<file path="src/rtl/gtn_pkg.sv">
// Shared types and constants for the grid torus neighbour enumerator.
// No dependencies; every other file imports this package.
package gtn_pkg;

    localparam int AXIS_SLOTS  = 4;
    localparam int AX_BITS     = $clog2(AXIS_SLOTS);
    localparam int SLOTS       = 2 * AXIS_SLOTS;
    localparam int SLOT_BITS   = $clog2(SLOTS);
    localparam int STEP_BITS   = $clog2(2 * AXIS_SLOTS - 1);
    localparam int POS_BITS    = 10;
    localparam int SIZE_BITS   = 11;
    localparam int CNT_BITS    = 3;
    localparam int ID_BITS     = 40;
    localparam int STRIDE_BITS = 31;
    localparam int MUL_BITS    = STRIDE_BITS + SIZE_BITS;
    localparam int PROD_BITS   = STRIDE_BITS + POS_BITS;

    localparam logic [SIZE_BITS-1:0] SIZE_CAP = 11'd1024;

    // register indexes on the configuration port
    localparam logic [CNT_BITS-1:0] REG_NUM_AXES    = 3'd0;
    localparam logic [CNT_BITS-1:0] REG_CYCLIC_AXES = 3'd1;
    localparam logic [CNT_BITS-1:0] REG_SIZE_AXIS0  = 3'd2;
    localparam logic [CNT_BITS-1:0] REG_SIZE_AXIS1  = 3'd3;
    localparam logic [CNT_BITS-1:0] REG_SIZE_AXIS2  = 3'd4;
    localparam logic [CNT_BITS-1:0] REG_SIZE_AXIS3  = 3'd5;

    typedef struct packed {
        logic [POS_BITS-1:0] pos_axis0;
        logic [POS_BITS-1:0] pos_axis1;
        logic [POS_BITS-1:0] pos_axis2;
        logic [POS_BITS-1:0] pos_axis3;
    } gtn_in_t;

    typedef struct packed {
        logic [ID_BITS-1:0] point_id;
        logic [ID_BITS-1:0] neighbour_id;
        logic [1:0]         axis;
        logic               upper_side;
        logic               wrapped;
        logic               bad_position;
        logic               last;
    } gtn_out_t;

    // geometry derived from the configuration registers
    typedef struct packed {
        logic [AXIS_SLOTS-1:0]                  in_use;
        logic [AXIS_SLOTS-1:0]                  cyc;
        logic [AXIS_SLOTS-1:0][SIZE_BITS-1:0]   eff_size;
        logic [AXIS_SLOTS-1:0][STRIDE_BITS-1:0] stride;
        logic [AXIS_SLOTS-1:0][ID_BITS-1:0]     span;
        logic                                   busy;
    } gtn_geom_t;

    typedef struct packed {
        logic [AXIS_SLOTS-1:0][ID_BITS-1:0] prod;
        logic [AXIS_SLOTS-1:0]              lo;
        logic [AXIS_SLOTS-1:0]              hi;
        logic                               bad;
    } gtn_stage_a_t;

    typedef struct packed {
        logic [ID_BITS-1:0]    sum_lo;
        logic [ID_BITS-1:0]    sum_hi;
        logic [AXIS_SLOTS-1:0] lo;
        logic [AXIS_SLOTS-1:0] hi;
        logic                  bad;
    } gtn_stage_b_t;

    typedef struct packed {
        logic [ID_BITS-1:0]    id;
        logic [AXIS_SLOTS-1:0] lo;
        logic [AXIS_SLOTS-1:0] hi;
        logic                  bad;
    } gtn_stage_c_t;

    // one point with all of its candidate neighbour slots
    typedef struct packed {
        logic [ID_BITS-1:0]            pid;
        logic [SLOTS-1:0][ID_BITS-1:0] nid;
        logic [SLOTS-1:0]              wrap;
        logic [SLOTS-1:0]              mask;
        logic                          bad;
    } gtn_item_t;

endpackage

</file>
<file path="src/rtl/gtn_point_pipe.sv">
// Three-stage point pipeline: range check and products, pair sums, linear id.
// Depends on gtn_pkg; neighbour ids are formed on the way out of the last stage.
module gtn_point_pipe import gtn_pkg::*; #(
    parameter int COORD_BITS = 10
) (
    input  logic      clk,
    input  logic      rst_n,
    input  gtn_geom_t geom,
    input  logic      in_valid,
    input  gtn_in_t   in_data,
    output logic      in_ready,
    output logic      item_valid,
    output gtn_item_t item,
    input  logic      item_ready
);

    localparam int CB = (COORD_BITS < POS_BITS) ? COORD_BITS : POS_BITS;
    localparam logic [POS_BITS-1:0] POS_MASK = POS_BITS'((1 << CB) - 1);

    logic         a_v_reg, b_v_reg, c_v_reg;
    gtn_stage_a_t a_reg, a_next;
    gtn_stage_b_t b_reg, b_next;
    gtn_stage_c_t c_reg, c_next;
    logic         a_ready, b_ready, c_ready;

    logic [AXIS_SLOTS-1:0][POS_BITS-1:0] pos_raw;
    logic [AXIS_SLOTS-1:0][POS_BITS-1:0] pos;
    logic [PROD_BITS-1:0]                prod_full;
    logic [SIZE_BITS-1:0]                pos_up;

    assign pos_raw[0] = in_data.pos_axis0;
    assign pos_raw[1] = in_data.pos_axis1;
    assign pos_raw[2] = in_data.pos_axis2;
    assign pos_raw[3] = in_data.pos_axis3;

    assign c_ready  = !c_v_reg || item_ready;
    assign b_ready  = !b_v_reg || c_ready;
    assign a_ready  = !a_v_reg || b_ready;
    assign in_ready = a_ready && !geom.busy;

    always_comb
    begin
        a_next     = '0;
        prod_full  = '0;
        pos_up     = '0;
        for (int d = 0; d < AXIS_SLOTS; d++)
        begin
            pos[d]        = pos_raw[d] & POS_MASK;
            pos_up        = {1'b0, pos[d]} + SIZE_BITS'(1);
            prod_full     = PROD_BITS'(pos[d]) * PROD_BITS'(geom.stride[d]);
            a_next.prod[d] = geom.in_use[d] ? prod_full[ID_BITS-1:0] : '0;
            a_next.lo[d]  = pos[d] == '0;
            a_next.hi[d]  = pos_up >= geom.eff_size[d];
            if (geom.in_use[d] && ({1'b0, pos[d]} >= geom.eff_size[d]))
            begin
                a_next.bad = 1'b1;
            end
        end
    end

    always_comb
    begin
        b_next.sum_lo = '0;
        b_next.sum_hi = '0;
        for (int d = 0; d < AXIS_SLOTS; d++)
        begin
            if (d < AXIS_SLOTS / 2)
            begin
                b_next.sum_lo = b_next.sum_lo + a_reg.prod[d];
            end
            else
            begin
                b_next.sum_hi = b_next.sum_hi + a_reg.prod[d];
            end
        end
        b_next.lo  = a_reg.lo;
        b_next.hi  = a_reg.hi;
        b_next.bad = a_reg.bad;
    end

    always_comb
    begin
        c_next.id  = b_reg.sum_lo + b_reg.sum_hi;
        c_next.lo  = b_reg.lo;
        c_next.hi  = b_reg.hi;
        c_next.bad = b_reg.bad;
    end

    // slot 2d is the lower neighbour on axis d, slot 2d+1 the upper one
    always_comb
    begin
        item.pid = c_reg.id;
        item.bad = c_reg.bad;
        for (int d = 0; d < AXIS_SLOTS; d++)
        begin
            item.nid[2*d]    = c_reg.lo[d] ? (c_reg.id + geom.span[d])
                                           : (c_reg.id - ID_BITS'(geom.stride[d]));
            item.nid[2*d+1]  = c_reg.hi[d] ? (c_reg.id - geom.span[d])
                                           : (c_reg.id + ID_BITS'(geom.stride[d]));
            item.wrap[2*d]   = c_reg.lo[d];
            item.wrap[2*d+1] = c_reg.hi[d];
            item.mask[2*d]   = geom.in_use[d] && (!c_reg.lo[d] || geom.cyc[d]);
            item.mask[2*d+1] = geom.in_use[d] && (!c_reg.hi[d] || geom.cyc[d]);
        end
    end

    assign item_valid = c_v_reg;

    always_ff @(posedge clk or negedge rst_n)
    begin
        if (!rst_n)
        begin
            a_v_reg <= 1'b0;
            b_v_reg <= 1'b0;
            c_v_reg <= 1'b0;
        end
        else
        begin
            if (a_ready)
            begin
                a_v_reg <= in_valid && !geom.busy;
            end
            if (b_ready)
            begin
                b_v_reg <= a_v_reg;
            end
            if (c_ready)
            begin
                c_v_reg <= b_v_reg;
            end
        end
    end

    always_ff @(posedge clk)
    begin
        if (in_valid && in_ready)
        begin
            a_reg <= a_next;
        end
        if (b_ready && a_v_reg)
        begin
            b_reg <= b_next;
        end
        if (c_ready && b_v_reg)
        begin
            c_reg <= c_next;
        end
    end

endmodule

</file>
<file path="config.mk">
export PLATFORM = sky130hd
export DESIGN_NAME = gtn_point_pipe
export DESIGN_NICKNAME = d
export VERILOG_FILES = /design/src/rtl/gtn_pkg.sv /design/src/rtl/gtn_point_pipe.sv
export SDC_FILE = /design/constraint.sdc
export NUM_CORES = 2
export LEC_CHECK = 0
export CORE_MARGIN = 2
export CORE_UTILIZATION = 55
export DETAILED_ROUTE_END_ITERATION = 6
export DONT_BUFFER_PORTS = 1
export PLACE_DENSITY = 0.72
export SLEW_MARGIN = 20
export SYNTH_ARGS = -nofsm -noshare
export SYNTH_HDL_FRONTEND = slang
export SYNTH_SLANG_ARGS = --single-unit
</file>
<file path="constraint.sdc">
create_clock -name clk -period 16 [get_ports clk]
set_input_delay 4.8 -clock clk [delete_from_list [all_inputs] [get_ports clk]]
set_output_delay 4.8 -clock clk [all_outputs]
set_load 0.03 [all_outputs]
</file>
After elaboration in Yosys (flattened, before gate mapping)

Cells that the tools add are included.

Add/sub/neg operators: 23
Multiply operators: 4
Magnitude comparators: 8
Multiplexer cells: 9
Reductions and logical operators: 45

Operators by type and width:

| kind                    | number |
|---|---|
| $mux W40                | 8 |
| $add A40 B40 Y40        | 7 |
| $add A40 B31 Y40        | 4 |
| $mul A10 B31 Y40        | 4 |
| $sub A40 B31 Y40        | 4 |
| $sub A40 B40 Y40        | 4 |
| $add A10 B1 Y11 const B | 4 |
| $ge A10 B11 Y1          | 4 |
| $ge A11 B11 Y1          | 4 |
| $logic_not A10 Y1       | 4 |
| $logic_and A1 B1 Y1     | 17 |
| $logic_not A1 Y1        | 12 |
| $logic_or A1 B1 Y1      | 11 |
| $reduce_or A3 Y1        | 1 |
| $mux W1                 | 1 |

Flip-flop bits (word level): 310
Output and inout port bits: 379

Logic depth before layout (Yosys ltp)

Word-level depth: 6
Depth in mapped cells: 25
Depth with buffers taken out: 23

Worst setup path before layout

No wires, ideal clock.

Kind: input -> output
Start: input geom[192] (netlist bit)
End: output item[173] (netlist bit)
Arrival: 9.545 ns
Data required time: 11.200 ns
Path slack: 1.655 ns
Stages: 22
Path buffers: 1
Cell sequence: or4_4 or4_4 nand2b_4 or2_4 nand2b_4 or3_4 or2_4 nor2_1 xor2_1 nor2_1 a21oi_1 ha_1 clkbuf_1 a21oi_1 o21bai_1 a21o_1 a21o_1 a21o_1 a21o_1 a21oi_1 o41ai_1 xor2_1

RTL lines:

| what        | line                 | source |
|---|---|---|
| from (decl) | gtn_point_pipe.sv:8  | `input gtn_geom_t geom,` |
| to (decl)   | gtn_point_pipe.sv:13 | `output gtn_item_t item,` |

==> summary.md <==
| Metric | Value |
|---|---|
| Outcome | finished clean |
| Number of buffers added by the clock tree synthesis step | 36 |
| Ports | 760 |
| Vias in the first global route | 65900 |
| Critical-path maximum fanout | 12 |
| WL final | 287000 µm |
| Launch point of the worst path | geom[161] |
| Count of mapped cells out of synthesis | 9250 |
| Count of hold buffers inserted by post-cts repair | 0 |
| Area of the multi-input gates | 62300 µm² |
| DP Wirelength | 231000 µm |
| # Post-CTS Setup Buffers | 0 |
| Worst relative slew slack | 18.2% |
| Start of the worst register-to-register path | a_reg[97] |
| Yosys Warn Count | 0 |
| Avg Vias per Cell | 6.22 |
| Final clock period utilization by the worst path | 93.6% |
| Post-CTS Resized | 0 |
| Post-detailed-route count of antenna-violating nets | 0 |
| Share of the yosys chip area belonging to registers | 12.0% |
| Number of clock sinks | 310 |
| Mapped Nets | 11400 |
| Initial cell density of the core | 55.4% |
| Type of element capturing the critical path | output pin |
| Latest clock arrival within the worst-skew pair | 580 ps |
| Period minus WS final | 14970 ps |
| Top_reg_cell synth | sky130_fd_sc_hd__edfxtp_1 |
| Element type at the critical path start | input port |
| Depth of the most critical reg-to-reg path | 12 |
| Number of antenna violations at the first check in global routing | 45 |
| End point of the critical path | item[94] |
| Count of input and output buffers | 0 |
| DR vias | 67600 |
| Largest net degree at the start of global routing | 88 |
| Wire length of the first global-routing pass | 424000 µm |
| Buffer type at the clock tree root | sky130_fd_sc_hd__clkbuf_16 |
| End of the worst register-to-register path | b_reg[48] |
| DIE AREA | 143000 µm² |
| Summed negative setup slack over all endpoints | 0 ps |
| Worst min-delay path class | flop to flop |
| Number of flip-flops under the largest register name | 169 |
| Highest achievable clock rate | 66.8 MHz |
| Unrepaired setup endpoints after global routing | no |
| Commonest non-fill, non-tap cell in the layout | sky130_fd_sc_hd__nand2_1 |
| Die Span Y | 379 µm |
| Max-slew violation count | 0 |
| Number of hold violations in the final report | 0 |
| Sequential cell area | 9290 µm² |
| Commonest cells after routing, fill and taps aside | sky130_fd_sc_hd__nand2_1, sky130_fd_sc_hd__inv_1, sky130_fd_sc_hd__fa_1 |
| Largest area contributor in the netlist | sky130_fd_sc_hd__fa_1 |
| Distinct cell type count of the synthesized netlist | 85 |
| Required time of the critical path | 11200 ps |
| Global router's overall resource usage | 39.5% |
| Arrival time of data at the critical path endpoint | 10170 ps |
| Area added between synthesis and finish | 3.59% |
| Placeable Area | 139000 µm² |
| Register bit count reported by yosys | 310 |
| Post-Synthesis Mean Instance Area | 8.34 µm² |
| Drt wl/cell | 26.4 µm |
| TritonCTS clock tree | done |
| Kind of critical path | input port to output pin |
| Total congestion overflow after global routing | 0 |
| Number of max-capacitance violations reported | 0 |
| Maximum number of buffers from clock root to sink | 3 |
| Fill cell count | 12800 |
| Synthesized cell area | 77200 µm² |
| Worst slew pin tran | 1230 ps |
| Drt drc | 0 |
| Gp weighted congestion | 1.02 |
| Area fraction of the dominant cell type after synthesis | 24.1% |
| H-tree depth reported by CTS | 2 |
| Setup-violating endpoint count in the final report | 0 |
| Share of final-layout standard cells stronger than drive strength 1 | 2.48% |
| Setup slack of the worst register-to-register path | 11920 ps |
| First-pass iteration count of the detailed router | 6 |
| Std-Cell Rows | 137 |
| Main area contributors after synthesis | sky130_fd_sc_hd__fa_1, sky130_fd_sc_hd__ha_1, sky130_fd_sc_hd__edfxtp_1 |
| Proportion of synthesized flip-flops having asynchronous set or reset | 0.968% |
| DRC violation total after the first TritonRoute iteration | 6653 |
| Clock-pin slew reported for the worst setup and hold paths after clock tree synthesis | 70 ps |
| EDFF count, synth | 307 |
| Clock tree skew after final layout | 28.4 ps |
| Die Span X | 379 µm |
| Layout net count | 11100 |
==> through the flow <==
stage / area (µm²) / setup WS [ps] / instances / utilization [%] / hold WS (ps)
after CTS: 79800 / 1070 / 10800 / 57.3 / 417
after detailed placement: 78600 / 1090 / 10800 / 56.4 / 405
after global routing: 79900 / 638 / 10900 / 57.3 / 426
after floorplan: 77200 / 1650 / 9250 / - / 400
after global placement: 78600 / 1050 / 10800 / 56.4 / 401
final: 79900 / 1030 / 10900 / 57.4 / 414
==> kinds of logic after synthesis <==
logic type	after synthesis	share of synthesized area, %
AND/OR/NAND/NOR	2972	19.0
AO/OA/AOI/OAI	2040	16.5
adder cells (fa/ha/maj)	1744	37.3
buffers and inverters	1487	7.24
XOR/XNOR	683	7.76
flip-flops	310	12.0
multiplexers	14	0.190
==> routing by layer <==
layer	GRT usage (%)	routed length (µm)
met3	13.1	37400
met4	21.2	17200
met1	49.6	107000
met2	60.1	125000
met5	0	248
==> Yosys cell counts, types with 24 or more instances <==
master,n
sky130_fd_sc_hd__inv_1,1043
sky130_fd_sc_hd__nor3_1,96
sky130_fd_sc_hd__o31ai_1,24
sky130_fd_sc_hd__a21oi_1,696
sky130_fd_sc_hd__o21a_1,61
sky130_fd_sc_hd__o211ai_1,25
sky130_fd_sc_hd__nor4_1,34
sky130_fd_sc_hd__nand3_1,161
sky130_fd_sc_hd__ha_1,817
sky130_fd_sc_hd__nand2_1,1054
sky130_fd_sc_hd__clkbuf_1,424
sky130_fd_sc_hd__nand2b_1,69
sky130_fd_sc_hd__a21o_1,411
sky130_fd_sc_hd__nand4_1,65
sky130_fd_sc_hd__o21ai_0,428
sky130_fd_sc_hd__nor2_1,471
sky130_fd_sc_hd__o21bai_1,77
sky130_fd_sc_hd__a31oi_1,52
sky130_fd_sc_hd__and3_1,69
sky130_fd_sc_hd__fa_1,927
sky130_fd_sc_hd__or3_1,43
sky130_fd_sc_hd__edfxtp_1,307
sky130_fd_sc_hd__and2_1,734
sky130_fd_sc_hd__xor2_1,269
sky130_fd_sc_hd__a211oi_1,50
sky130_fd_sc_hd__xnor2_1,413
sky130_fd_sc_hd__nor2b_1,78
==> final cells by class <==
type | count | share of cell area [%]
clock inverters | 22 | 0.358
clock buffers | 42 | 1.18
multi-input cells | 7453 | 78.0
flip-flops and latches | 310 | 11.6
repair buffers | 93 | 0.892
inverters | 1043 | 4.90
diodes | 32 | 0.100
well taps | 1876 | 2.94
==> worst min-delay path by stage <==
stage,from,end,depth (start not counted)
2_1_floorplan,a_reg[0],b_reg[0],0
3_5_place_dp,a_reg[1],b_reg[1],0
5_1_grt,b_reg[8],item[15],0
4_1_cts,a_reg[6],b_reg[6],0
3_3_place_gp,b_reg[5],item[9],0
6_report,a_reg[6],b_reg[6],0
==> critical path, cell delays in order <==
cell                      delay [ps]
sky130_fd_sc_hd__inv_1            80
sky130_fd_sc_hd__ha_1            220
sky130_fd_sc_hd__nand2_1          90
sky130_fd_sc_hd__or2_2           380
sky130_fd_sc_hd__nor4_1          510
sky130_fd_sc_hd__nand2_1         260
sky130_fd_sc_hd__or3_1           400
sky130_fd_sc_hd__nor2_1          130
sky130_fd_sc_hd__xor2_1          180
sky130_fd_sc_hd__nor2_1           60
sky130_fd_sc_hd__a21oi_1         160
sky130_fd_sc_hd__ha_1            340
sky130_fd_sc_hd__a21o_1          190
sky130_fd_sc_hd__a21o_1          170
sky130_fd_sc_hd__a21oi_1         170
sky130_fd_sc_hd__o21ai_0         130
sky130_fd_sc_hd__a221o_1         320
sky130_fd_sc_hd__nand3_1          80
sky130_fd_sc_hd__nand2_1          50
sky130_fd_sc_hd__a21oi_1         350
sky130_fd_sc_hd__or4_1           180
sky130_fd_sc_hd__a31oi_1          90
sky130_fd_sc_hd__xnor2_1         400
sky130_fd_sc_hd__buf_4           250
sky130_fd_sc_hd__buf_4           170
Power is not shown: default switching activity piles up to over one toggle a cycle in this logic, so the estimate is an artifact.
