File: config.mk
export PLATFORM = sky130hd
export DESIGN_NAME = gtn_stride_unit
export DESIGN_NICKNAME = d
export VERILOG_FILES = /design/src/rtl/gtn_pkg.sv /design/src/rtl/gtn_stride_unit.sv
export SDC_FILE = /design/constraint.sdc
export NUM_CORES = 1
export LEC_CHECK = 0
export BUFFER_PORTS_ARGS = -buffer_cell sky130_fd_sc_hd__buf_2
export CELL_PAD_IN_SITES_DETAIL_PLACEMENT = 1
export CELL_PAD_IN_SITES_GLOBAL_PLACEMENT = 2
export CORE_MARGIN = 3
export CORE_UTILIZATION = 40
export CTS_CLUSTER_DIAMETER = 200
export DETAILED_ROUTE_END_ITERATION = 6
export HOLD_SLACK_MARGIN = 0.02
export PLACE_DENSITY = 0.85
export SLEW_MARGIN = 20
export SYNTH_ARGS = -nofsm -noshare
export SYNTH_HDL_FRONTEND = slang
export SYNTH_SLANG_ARGS = --single-unit
File: constraint.sdc
create_clock -name clk -period 25.7 [get_ports clk]
set_input_delay 1.285 -clock clk [delete_from_list [all_inputs] [get_ports clk]]
set_output_delay 1.285 -clock clk [all_outputs]
set_load 0.03 [all_outputs]
File: src/rtl/gtn_pkg.sv
// Shared types and constants for the grid torus neighbour enumerator.
// No dependencies; every other file imports this package.
package gtn_pkg;

    localparam int AXIS_SLOTS  = 4;
    localparam int AX_BITS     = $clog2(AXIS_SLOTS);
    localparam int SLOTS       = 2 * AXIS_SLOTS;
    localparam int SLOT_BITS   = $clog2(SLOTS);
    localparam int STEP_BITS   = $clog2(2 * AXIS_SLOTS - 1);
    localparam int POS_BITS    = 10;
    localparam int SIZE_BITS   = 11;
    localparam int CNT_BITS    = 3;
    localparam int ID_BITS     = 40;
    localparam int STRIDE_BITS = 31;
    localparam int MUL_BITS    = STRIDE_BITS + SIZE_BITS;
    localparam int PROD_BITS   = STRIDE_BITS + POS_BITS;

    localparam logic [SIZE_BITS-1:0] SIZE_CAP = 11'd1024;

    // register indexes on the configuration port
    localparam logic [CNT_BITS-1:0] REG_NUM_AXES    = 3'd0;
    localparam logic [CNT_BITS-1:0] REG_CYCLIC_AXES = 3'd1;
    localparam logic [CNT_BITS-1:0] REG_SIZE_AXIS0  = 3'd2;
    localparam logic [CNT_BITS-1:0] REG_SIZE_AXIS1  = 3'd3;
    localparam logic [CNT_BITS-1:0] REG_SIZE_AXIS2  = 3'd4;
    localparam logic [CNT_BITS-1:0] REG_SIZE_AXIS3  = 3'd5;

    typedef struct packed {
        logic [POS_BITS-1:0] pos_axis0;
        logic [POS_BITS-1:0] pos_axis1;
        logic [POS_BITS-1:0] pos_axis2;
        logic [POS_BITS-1:0] pos_axis3;
    } gtn_in_t;

    typedef struct packed {
        logic [ID_BITS-1:0] point_id;
        logic [ID_BITS-1:0] neighbour_id;
        logic [1:0]         axis;
        logic               upper_side;
        logic               wrapped;
        logic               bad_position;
        logic               last;
    } gtn_out_t;

    // geometry derived from the configuration registers
    typedef struct packed {
        logic [AXIS_SLOTS-1:0]                  in_use;
        logic [AXIS_SLOTS-1:0]                  cyc;
        logic [AXIS_SLOTS-1:0][SIZE_BITS-1:0]   eff_size;
        logic [AXIS_SLOTS-1:0][STRIDE_BITS-1:0] stride;
        logic [AXIS_SLOTS-1:0][ID_BITS-1:0]     span;
        logic                                   busy;
    } gtn_geom_t;

    typedef struct packed {
        logic [AXIS_SLOTS-1:0][ID_BITS-1:0] prod;
        logic [AXIS_SLOTS-1:0]              lo;
        logic [AXIS_SLOTS-1:0]              hi;
        logic                               bad;
    } gtn_stage_a_t;

    typedef struct packed {
        logic [ID_BITS-1:0]    sum_lo;
        logic [ID_BITS-1:0]    sum_hi;
        logic [AXIS_SLOTS-1:0] lo;
        logic [AXIS_SLOTS-1:0] hi;
        logic                  bad;
    } gtn_stage_b_t;

    typedef struct packed {
        logic [ID_BITS-1:0]    id;
        logic [AXIS_SLOTS-1:0] lo;
        logic [AXIS_SLOTS-1:0] hi;
        logic                  bad;
    } gtn_stage_c_t;

    // one point with all of its candidate neighbour slots
    typedef struct packed {
        logic [ID_BITS-1:0]            pid;
        logic [SLOTS-1:0][ID_BITS-1:0] nid;
        logic [SLOTS-1:0]              wrap;
        logic [SLOTS-1:0]              mask;
        logic                          bad;
    } gtn_item_t;

endpackage

File: src/rtl/gtn_stride_unit.sv
// Configuration registers and the stride/span sequencer.
// Depends on gtn_pkg. One multiply per cycle, 2*AXIS_SLOTS-1 steps after a write.
module gtn_stride_unit import gtn_pkg::*; #(
    parameter int MAX_AXES = 4
) (
    input  logic                 clk,
    input  logic                 rst_n,
    input  logic                 cfg_we,
    input  logic [CNT_BITS-1:0]  cfg_index,
    input  logic [SIZE_BITS-1:0] cfg_data,
    output gtn_geom_t            geom
);

    localparam int AXIS_CAP = (MAX_AXES < AXIS_SLOTS) ? MAX_AXES : AXIS_SLOTS;
    localparam logic [CNT_BITS-1:0] CAP_N = CNT_BITS'(AXIS_CAP);
    localparam logic [STEP_BITS-1:0] STEP_LAST = STEP_BITS'(2 * AXIS_SLOTS - 2);
    localparam logic [STEP_BITS-1:0] STEP_SPAN = STEP_BITS'(AXIS_SLOTS - 1);

    logic [CNT_BITS-1:0]                    num_axes_reg;
    logic [CNT_BITS-1:0]                    cyclic_axes_reg;
    logic [AXIS_SLOTS-1:0][SIZE_BITS-1:0]   size_reg;
    logic [AXIS_SLOTS-1:0][STRIDE_BITS-1:0] stride_reg, stride_next;
    logic [AXIS_SLOTS-1:0][ID_BITS-1:0]     span_reg, span_next;
    logic                                   busy_reg, busy_next;
    logic [STEP_BITS-1:0]                   step_reg, step_next;

    logic [CNT_BITS-1:0]                  nax;
    logic [AXIS_SLOTS-1:0]                in_use;
    logic [AXIS_SLOTS-1:0]                cyc;
    logic [AXIS_SLOTS-1:0][SIZE_BITS-1:0] eff;
    logic                                 span_phase;
    logic [STEP_BITS-1:0]                 idx_wide;
    logic [AX_BITS-1:0]                   idx;
    logic [STRIDE_BITS-1:0]               op_a;
    logic [SIZE_BITS-1:0]                 op_b;
    logic [MUL_BITS-1:0]                  mul;

    always_comb
    begin
        nax = (num_axes_reg == '0) ? CNT_BITS'(1) : num_axes_reg;
        if (nax > CAP_N)
        begin
            nax = CAP_N;
        end
        for (int d = 0; d < AXIS_SLOTS; d++)
        begin
            in_use[d] = CNT_BITS'(d) < nax;
            cyc[d]    = CNT_BITS'(d) < cyclic_axes_reg;
            eff[d]    = (size_reg[d] > SIZE_CAP) ? SIZE_CAP : size_reg[d];
        end
    end

    // stride phase walks from the last axis down, span phase walks up
    always_comb
    begin
        stride_next = stride_reg;
        span_next   = span_reg;
        step_next   = step_reg;
        busy_next   = busy_reg;
        span_phase  = step_reg >= STEP_SPAN;
        if (span_phase)
        begin
            idx_wide = step_reg - STEP_SPAN;
        end
        else
        begin
            idx_wide = STEP_SPAN - step_reg;
        end
        idx  = idx_wide[AX_BITS-1:0];
        op_a = stride_reg[idx];
        op_b = span_phase ? (eff[idx] - SIZE_BITS'(1)) : eff[idx];
        mul  = MUL_BITS'(op_a) * MUL_BITS'(op_b);
        if (cfg_we)
        begin
            busy_next = 1'b1;
            step_next = '0;
        end
        else if (busy_reg)
        begin
            if (span_phase)
            begin
                span_next[idx] = ID_BITS'(mul);
            end
            else
            begin
                stride_next[idx - AX_BITS'(1)] = in_use[idx] ? STRIDE_BITS'(mul)
                                                             : STRIDE_BITS'(1);
            end
            if (step_reg == STEP_LAST)
            begin
                busy_next = 1'b0;
            end
            else
            begin
                step_next = step_reg + STEP_BITS'(1);
            end
        end
    end

    always_ff @(posedge clk or negedge rst_n)
    begin
        if (!rst_n)
        begin
            num_axes_reg    <= CNT_BITS'(1);
            cyclic_axes_reg <= '0;
            for (int d = 0; d < AXIS_SLOTS; d++)
            begin
                size_reg[d]   <= SIZE_BITS'(1);
                stride_reg[d] <= STRIDE_BITS'(1);
                span_reg[d]   <= '0;
            end
            busy_reg <= 1'b0;
            step_reg <= '0;
        end
        else
        begin
            if (cfg_we)
            begin
                unique case (cfg_index)
                    REG_NUM_AXES:    num_axes_reg    <= cfg_data[CNT_BITS-1:0];
                    REG_CYCLIC_AXES: cyclic_axes_reg <= cfg_data[CNT_BITS-1:0];
                    REG_SIZE_AXIS0:  size_reg[0]     <= cfg_data;
                    REG_SIZE_AXIS1:  size_reg[1]     <= cfg_data;
                    REG_SIZE_AXIS2:  size_reg[2]     <= cfg_data;
                    REG_SIZE_AXIS3:  size_reg[3]     <= cfg_data;
                    default:         ;
                endcase
            end
            stride_reg <= stride_next;
            span_reg   <= span_next;
            busy_reg   <= busy_next;
            step_reg   <= step_next;
        end
    end

    assign geom.in_use   = in_use;
    assign geom.cyc      = cyc;
    assign geom.eff_size = eff;
    assign geom.stride   = stride_reg;
    assign geom.span     = span_reg;
    assign geom.busy     = busy_reg;

endmodule

== Word level (Yosys, flattened, before mapping) ==
Cells that the tools add are included.

* Register bits: 338
* Output and inout port bits: 337
* Word-level logic and storage cells: 90

* $add $sub $neg: 5
* $mul: 1
* $lt $le $gt $ge: 18
* Equal/unequal tests: 7
* Muxes and demuxes: 27
* Bitwise operators: 2
* Reductions and logical operators: 14

{| class="wikitable"
|+ Operators by type and width
! kind !! number
|-
| bitwise mux 160 bit || 1
|-
| bitwise mux 124 bit || 1
|-
| two-way mux 31 bit || 3
|-
| demux 40 bit (select 2 bit) || 1
|-
| two-way mux 11 bit || 6
|-
| binary-select mux 31 bit (select 2 bit) || 1
|-
| demux 31 bit (select 2 bit) || 1
|-
| > comparator 11 bit (second input constant) || 4
|-
| multiplier 31 x 11 -> 40 bit || 1
|-
| two-way mux 40 bit || 1
|-
| binary-select mux 11 bit (select 2 bit) || 1
|-
| two-way mux 3 bit || 5
|-
| AND reduction 2 bit || 7
|-
| less-than comparator 1 x 3 -> 1 bit (first input constant) || 4
|-
| less-than comparator 2 x 3 -> 1 bit (first input constant) || 4
|-
| subtractor 11 x 1 -> 11 bit (second input constant) || 1
|-
| equality test 3 bit (second input constant) || 3
|-
| equality test 3 x 2 -> 1 bit (second input constant) || 2
|-
| zero test 3 bit || 2
|-
| less-than comparator 2 x 3 -> 1 bit (second input constant) || 2
|-
| AND reduction 3 bit || 2
|-
| >= comparator 2 x 1 -> 1 bit (second input constant) || 2
|-
| two-way mux 1 bit || 4
|-
| adder 3 x 1 -> 3 bit (second input constant) || 1
|-
| other kinds (12) || 14
|}

== Logic depth before layout (Yosys ltp) ==
Gate-level depths: netlist of the first run.

* Word-level depth: 9
* Mapped depth: 38
* Mapped depth without buffers: 33

== Worst setup path after synthesis of the first run ==
Ideal clock, no wire load.

* Path type: flip-flop to flip-flop
* From: register step_reg[0]
* To: register span_reg (netlist bit geom[117])
* Setup time: 0.125 ns
* Data arrival time: 8.861 ns
* Required time: 25.575 ns
* Slack: 16.714 ns
* Stages on the path, launching flop included: 34
* Buffers on the path: 5
* Cell sequence: dfrtp_1 > inv_1 > clkbuf_1 > clkbuf_1 > ha_1 > buf_2 > o21a_1 > clkbuf_1 > o211a_1 > or4_1 > or4_1 > nand4bb_1 > xnor2_2 > clkbuf_1 > nand2_1 > fa_1 > fa_1 > inv_1 > fa_1 > fa_1 > inv_1 > fa_1 > inv_1 > ha_1 > a21oi_1 > o21ai_0 > a221oi_1 > nand2_1 > a31o_2 > a21oi_1 > o21ai_0 > a2111oi_0 > nor3_1 > mux2_2

* Word-level cells in the longest chain between the ends: 8
* Elaborated cells on any way between the ends: 18
* Classes of those cells: add/sub: 3; mul: 1; order compare: 3; mux: 9; reduce/logical: 2

{| class="wikitable"
|+ Ends and longest elaborated chain
! what !! RTL line !! RTL
|-
| start: declaration || gtn_stride_unit.sv:25 || <nowiki>logic [STEP_BITS-1:0] step_reg, step_next;</nowiki>
|-
| start signal: assignment || gtn_stride_unit.sv:132 || <nowiki>step_reg <= step_next;</nowiki>
|-
| >= comparator 3 x 2 -> 1 bit, or another cell as far along || gtn_stride_unit.sv:60 || <nowiki>span_phase = step_reg >= STEP_SPAN;</nowiki>
|-
| two-way mux 2 bit || gtn_stride_unit.sv:61 || <nowiki>if (span_phase)</nowiki>
|-
| binary-select mux 11 bit (select 2 bit) || gtn_stride_unit.sv:71 || <nowiki>op_b = span_phase ? (eff[idx] - SIZE_BITS'(1)) : eff[idx];</nowiki>
|-
| two-way mux 11 bit (not written as such) || gtn_stride_unit.sv:71 ||
|-
| subtractor 11 x 1 -> 11 bit || gtn_stride_unit.sv:71 ||
|-
| two-way mux 11 bit || gtn_stride_unit.sv:71 ||
|-
| multiplier 31 x 11 -> 40 bit || gtn_stride_unit.sv:72 || <nowiki>mul = MUL_BITS'(op_a) * MUL_BITS'(op_b);</nowiki>
|-
| bitwise mux 160 bit || gtn_stride_unit.sv:82 || <nowiki>span_next[idx] = ID_BITS'(mul);</nowiki>
|-
| end signal: assignment || gtn_stride_unit.sv:130 || <nowiki>span_reg <= span_next;</nowiki>
|-
| end: declaration || gtn_stride_unit.sv:23 || <nowiki>logic [AXIS_SLOTS-1:0][ID_BITS-1:0] span_reg, span_next;</nowiki>
|}

Parallel ways exist; a longest one is shown, timed or not. The select of a mux whose other input is x is not followed.
A chain may end at the register's enable or synchronous reset.

== Worst setup path after layout of the first run ==
* From: register step_reg[0]
* To: register span_reg (netlist bit geom[119])

Same word-level chain as after synthesis.

==> results of run 1 <==
metrics by stage:
step | total power, mW | area [um^2] | util
after floorplan | 2.49 | 24200 | -
after global placement | 3.53 | 26700 | 0.450
after detailed placement | 3.63 | 26800 | 0.450
after CTS | 4.20 | 27900 | 0.470
after global routing | 4.46 | 27900 | 0.470
final | 4.17 | 28000 | 0.470
kinds of logic after synthesis:
| family | count (synthesis) | share of synthesized area |
|---|---|---|
| muxes | 177 | 0.0954 |
| buffers and inverters | 361 | 0.0569 |
| and+or+nand+nor | 779 | 0.149 |
| adders and majority gates | 335 | 0.253 |
| other | 1 | 0.000155 |
| DFF | 338 | 0.350 |
| AOI/OAI and AO/OA | 330 | 0.0783 |
| xor gates and xnor gates | 46 | 0.0170 |
critical path: cells and delay by family (launching register included):
kind / cells / cell delay [ps]
adders and majority gates: 9 / 3920
xor gates and xnor gates: 1 / 110
buffers and inverters: 6 / 1080
AOI/OAI and AO/OA: 9 / 3040
DFF: 1 / 380
muxes: 2 / 650
and+or+nand+nor: 6 / 1020
layer usage:
layer  share of wire  track usage  up-vias
met5               0            0        -
met4           0.030       0.0811        0
met3           0.067       0.0578      134
met2            0.51        0.483      544
met1            0.40        0.333     9994
li1                -            -     8206
final cells by class:
cell class / count / area (um^2) / share of cell area
inverters: 212 / 796 / 0.0285
repair buffers: 386 / 2040 / 0.0730
flip-flops and latches: 338 / 8470 / 0.303
multi-input cells: 1668 / 14500 / 0.518
diodes: 2 / 5.00 / 0.000179
well taps: 773 / 967 / 0.0346
clock buffers: 48 / 1030 / 0.0368
clock inverters: 12 / 154 / 0.00551
synthesized netlist by cell type, types with 9 or more instances:
| master | instances | share of area |
|---|---|---|
| inv_1 | 212 | 0.033 |
| nor2_1 | 38 | 0.0059 |
| a21o_1 | 16 | 0.0050 |
| mux4_2 | 29 | 0.027 |
| clkbuf_1 | 130 | 0.020 |
| nand2_1 | 476 | 0.074 |
| and2_1 | 101 | 0.026 |
| a21oi_1 | 32 | 0.0066 |
| nor2b_1 | 48 | 0.012 |
| mux2i_1 | 9 | 0.0037 |
| xnor2_1 | 28 | 0.010 |
| ha_1 | 76 | 0.039 |
| buf_1 | 10 | 0.0016 |
| dfrtp_1 | 329 | 0.34 |
| mux2_2 | 135 | 0.063 |
| dfstp_2 | 9 | 0.0098 |
| nor3_1 | 16 | 0.0033 |
| xor2_1 | 17 | 0.0062 |
| nand3_1 | 22 | 0.0045 |
| nand2b_1 | 20 | 0.0052 |
| o21ai_0 | 211 | 0.044 |
| fa_1 | 259 | 0.21 |
worst paths after layout:
| kind | cells past startpoint | slack, ps | start | end |
|---|---|---|---|---|
| hold / removal | 2 | 480 | geom[49] | geom[49] |
| min in group asynchronous | 1 | 750 | rst_n | size_reg[38] |
| hold reg to reg | 2 | 480 | geom[49] | geom[49] |
| max in group asynchronous | 2 | 23460 | rst_n | size_reg[37] |
| setup reg to reg | 33 | 15280 | step_reg[0] | geom[119] |
| setup / recovery | 33 | 15280 | step_reg[0] | geom[119] |
power groups by stage:
| stage | sequential (mW) | clock [mW] | combinational (mW) |
|---|---|---|---|
| after detailed placement | 0.836 | 0 | 2.80 |
| final | 0.831 | 0.528 | 2.81 |
| after CTS | 0.830 | 0.541 | 2.83 |
| after global routing | 0.851 | 0.563 | 3.05 |
| after global placement | 0.822 | 0 | 2.71 |
| after floorplan | 1.10 | 0 | 1.39 |
==> results.sh, run 1 <==
export IMPL_largest_reg_flops=284
export IMPL_p_int_mw=1.83
export IMPL_cts_resized=0
export IMPL_p_leak_nw=14.0
export IMPL_via_per_inst=5.49
export IMPL_end_kind="register"
export IMPL_path_clk_slew_ps=60
export IMPL_die_w_um=252
export IMPL_synth_edff_count=0
export IMPL_final_setup_viol_count=0
export IMPL_synthFlopType="dfrtp_1"
export IMPL_nFillCells=6704
export IMPL_synth_distinct_cells=72
export IMPL_fin_nets=2995
export IMPL_yosysWarnings=0
export IMPL_cts_max_path_buffers=3
export IMPL_grt_overflow=0
export IMPL_post_route_drc_count=0
export IMPL_pwr_share_comb=0.674
export IMPL_drt_iter0_drc=1113
export IMPL_final_common_cell="nand2_1"
export IMPL_design_portCount=354
export IMPL_cp_arrival_ps=10840
export IMPL_dpl_hpwl_um=63700
export IMPL_first_pass_iters=5
export IMPL_antenna_found_initial=4
export IMPL_yosysSeqAreaShare=0.350
export IMPL_detail_route_antenna_nets=0
export IMPL_p_sw_frac=0.561
export IMPL_io_buffers=352
export IMPL_pwr_share_clk=0.127
export IMPL_async_reset_ff_frac=1.00
export IMPL_place_congestion=0.863
export IMPL_pwr_share_seq=0.199
export IMPL_layout_common_cells="476 x nand2_1, 351 x buf_2, 328 x dfrtp_1"
export IMPL_grt_pass1_wl_um=132000
export IMPL_clock_skew_ps=39.9
export IMPL_max_stage_delay_ps=670
export IMPL_layout_setup_ws_ps=15280
export IMPL_wl_per_cell_um=24.8
export IMPL_area_delta_synth_final_pct=15.5
export IMPL_fp_coreArea_um2=59500
export IMPL_initial_core_util=0.407
export IMPL_grt_pass1_vias=21400
export IMPL_grt_setup_unrepaired="false"
export IMPL_hp_class="reg2reg"
export IMPL_period_minus_slack_ps=10420
export IMPL_fin_crit_sh=0.405
export IMPL_drt_wl_total_um=85200
export IMPL_whs_ps=476
export IMPL_status="finished, final reports clean"
export IMPL_clkLatencyLatePin_ps=580
export IMPL_slew_limit_headroom=0.225
export IMPL_p_per_area_nw_per_um2=149
export IMPL_dp_cells=3377
export IMPL_drive_above_1_share=0.243
export IMPL_ir_worst_vdd_v=0.000106
export IMPL_dieHeight_um=252
export IMPL_synth_cells=2367
export IMPL_worstPathRequired_ps=26120
export IMPL_clkSinkCount=338
export IMPL_cts_tree="yes"
export IMPL_worst_pin_slew_ps=1160
export IMPL_setup_tns_ps=0
export IMPL_ys_ff_latch=338
export IMPL_p_switching_mw=2.34
export IMPL_grt_max_degree=169
export IMPL_hold_viol=0
export IMPL_cts_setup_buffers=0
export IMPL_vias=18900
export IMPL_track_usage=0.272
export IMPL_slowest_stage="o31ai_2"
export IMPL_slew_violations=0
export IMPL_cts_root_buf="clkbuf_16"
export IMPL_holdBufCountCts=0
export IMPL_critical_path_class="reg2reg"
export IMPL_critPathLaunchType="register"
export IMPL_dp_slack_ps=15380
export IMPL_synth_nets=2719
export IMPL_fin_cells=3439
export IMPL_syn_area_um2=24200
export IMPL_rows=89
export IMPL_postSynthAreaPerCell_um2=10.2
export IMPL_cts_buffers=37
export IMPL_path_max_fanout=51
export IMPL_max_freq_mhz=96.0
export IMPL_cap_violations=0
export IMPL_dieArea_um2=63500
export IMPL_htree_levels=2
Power figures use the tool's default switching activity.
==> run 2: changes to the inputs <==
CORE_UTILIZATION = 38   (was 40)
PLACE_DENSITY = 0.81   (was 0.85)
clock period = 10.2 ns   (was 25.7 ns; I/O delays follow)
==> results.sh, run 2 (synthesis gave the netlist of run 1 again) <==
export IMPL_io_buffers=352
export IMPL_rows=91
export IMPL_cts_max_path_buffers=3
export IMPL_worst_pin_slew_ps=1220
export IMPL_dieHeight_um=258
export IMPL_htree_levels=2
export IMPL_design_portCount=354
export IMPL_grt_overflow=0
export IMPL_wl_met1_um=35500
export IMPL_end_kind="register"
export IMPL_min_to="size_reg[7]"
export IMPL_r2r_start="step_reg[1]"
export IMPL_dpl_hpwl_um=66700
export IMPL_period_minus_slack_ps=9680
export IMPL_hp_start="cfg_data[7]"
export IMPL_grt_pass1_vias=21300
export IMPL_post_route_drc_count=0
export IMPL_seqCellArea_um2=8470
export IMPL_largest_reg_flops=284
export IMPL_antenna_found_initial=6
export IMPL_cts_tree="yes"
export IMPL_layout_common_cells="476 x nand2_1, 351 x buf_2, 328 x dfrtp_1"
export IMPL_cp_arrival_ps=10160
export IMPL_worst_path_most_repeated_cell="fa_1"
export IMPL_nFillCells=7135
export IMPL_track_usage=0.265
export IMPL_hold_viol=0
export IMPL_initial_core_util=0.388
export IMPL_first_pass_iters=5
export IMPL_routed_top_layer="met4"
export IMPL_multiInputGateArea_um2=14500
export IMPL_status="finished, final reports clean"
export IMPL_clkLatencyLatePin_ps=570
export IMPL_holdPathStages=3
export IMPL_path_clk_slew_ps=60
export IMPL_slew_limit_headroom=0.182
export IMPL_grt_max_degree=161
export IMPL_die_w_um=258
export IMPL_met2_length_um=43600
export IMPL_r2r_setup_slack_ps=520
export IMPL_wl_per_cell_um=24.7
export IMPL_fin_cells=3539
export IMPL_reg2reg_depth=28
export IMPL_dp_cells=3465
export IMPL_cts_root_buf="clkbuf_16"
export IMPL_setup_tns_ps=0
export IMPL_final_common_cell="nand2_1"
export IMPL_drt_iter0_drc=1070
export IMPL_max_freq_mhz=103
export IMPL_worstPathRequired_ps=10690
export IMPL_cap_violations=0
export IMPL_grt_setup_unrepaired="false"
export IMPL_slew_violations=0
export IMPL_detail_route_antenna_nets=0
export IMPL_final_setup_viol_count=0
export IMPL_fin_crit_sh=0.949
export IMPL_wl_met3_um=5470
export IMPL_slowest_stage="or4_1"
export IMPL_dieArea_um2=66800
export IMPL_vias=19000
export IMPL_clock_skew_ps=30.7
export IMPL_drt_wl_total_um=87400
export IMPL_via_per_inst=5.36
export IMPL_cts_buffers=39
export IMPL_fp_coreArea_um2=62400
export IMPL_place_congestion=0.881
export IMPL_critical_path_class="reg2reg"
export IMPL_critPathLaunchType="register"
export IMPL_clkSinkCount=338
export IMPL_max_stage_delay_ps=560
export IMPL_drive_above_1_share=0.254
export IMPL_fin_nets=3026
export IMPL_area_delta_synth_final_pct=17.6
export IMPL_path_max_fanout=11
export IMPL_hp_class="in2reg"
export IMPL_worstReg2RegEnd="geom[157]"
export IMPL_grt_pass1_wl_um=134000
==> run 2: changes by cell type in the layout (fill, tap and decap cells not counted), sizes merged <==
cell | previous run | this run
buf | 386 | 414
clkbuf | 48 | 59
bufinv | 2 | 3
clkinv | 7 | 5
dlygate4sd3 | 0 | 1
clkinvlp | 3 | 0
==> run 2: layout make-up <==
type | count | area share
antenna | 2 | 0.000176
clock buffer | 59 | 0.0415
clock inverter | 8 | 0.00505
inverter | 212 | 0.0279
multi-input combinational | 1668 | 0.511
sequential | 338 | 0.297
tap | 837 | 0.0368
timing repair buffer | 415 | 0.0801
==> run 2: repair_timing <==
action,in CTS,in global routing
setup endpoints to repair,0,66
hold buffers,0,1
resized for setup,0,9
hold endpoints to repair,0,38
buffers inserted,0,3
==> run 2: worst max-delay path by stage <==
| stage | startpoint | end | slack [ps] |
|---|---|---|---|
| 2_1_floorplan | step_reg[0] | geom[117] | 1210 |
| 3_3_place_gp | step_reg[1] | geom[159] | 580 |
| 3_5_place_dp | step_reg[1] | geom[157] | 320 |
| 4_1_cts | step_reg[1] | geom[157] | 270 |
| 5_1_grt | step_reg[1] | geom[188] | 80 |
| 6_report | step_reg[1] | geom[157] | 520 |
==> run 2: through the flow <==
step,hold WS [ps],area [um^2],utilization,setup slack (ps)
floorplan,214,24200,-,1210
CTS,120,28300,0.454,269
global route,208,28500,0.456,79.3
finish,187,28500,0.456,524
detailed placement,465,27000,0.433,315
global placement,457,27000,0.433,576
==> run 2: critical path, delay by kind of cell (launching register included) <==
family | cells | cell delay [ps]
buffers and inverters | 3 | 340
adders and majority gates | 8 | 3440
AOI/OAI and AO/OA | 7 | 1790
and+or+nand+nor | 8 | 2850
DFF | 1 | 510
xor gates and xnor gates | 1 | 400
muxes | 1 | 250
==> run 2: metal layers <==
metal / vias up / GRT usage
met2: 540 / 0.459
li1: 8271 / -
met5: - / 0
met1: 10000 / 0.331
met4: 0 / 0.0814
met3: 142 / 0.0573
Power of run 2 is not shown: default switching activity piles up to over one toggle a cycle in this logic, so the estimate is an artifact.
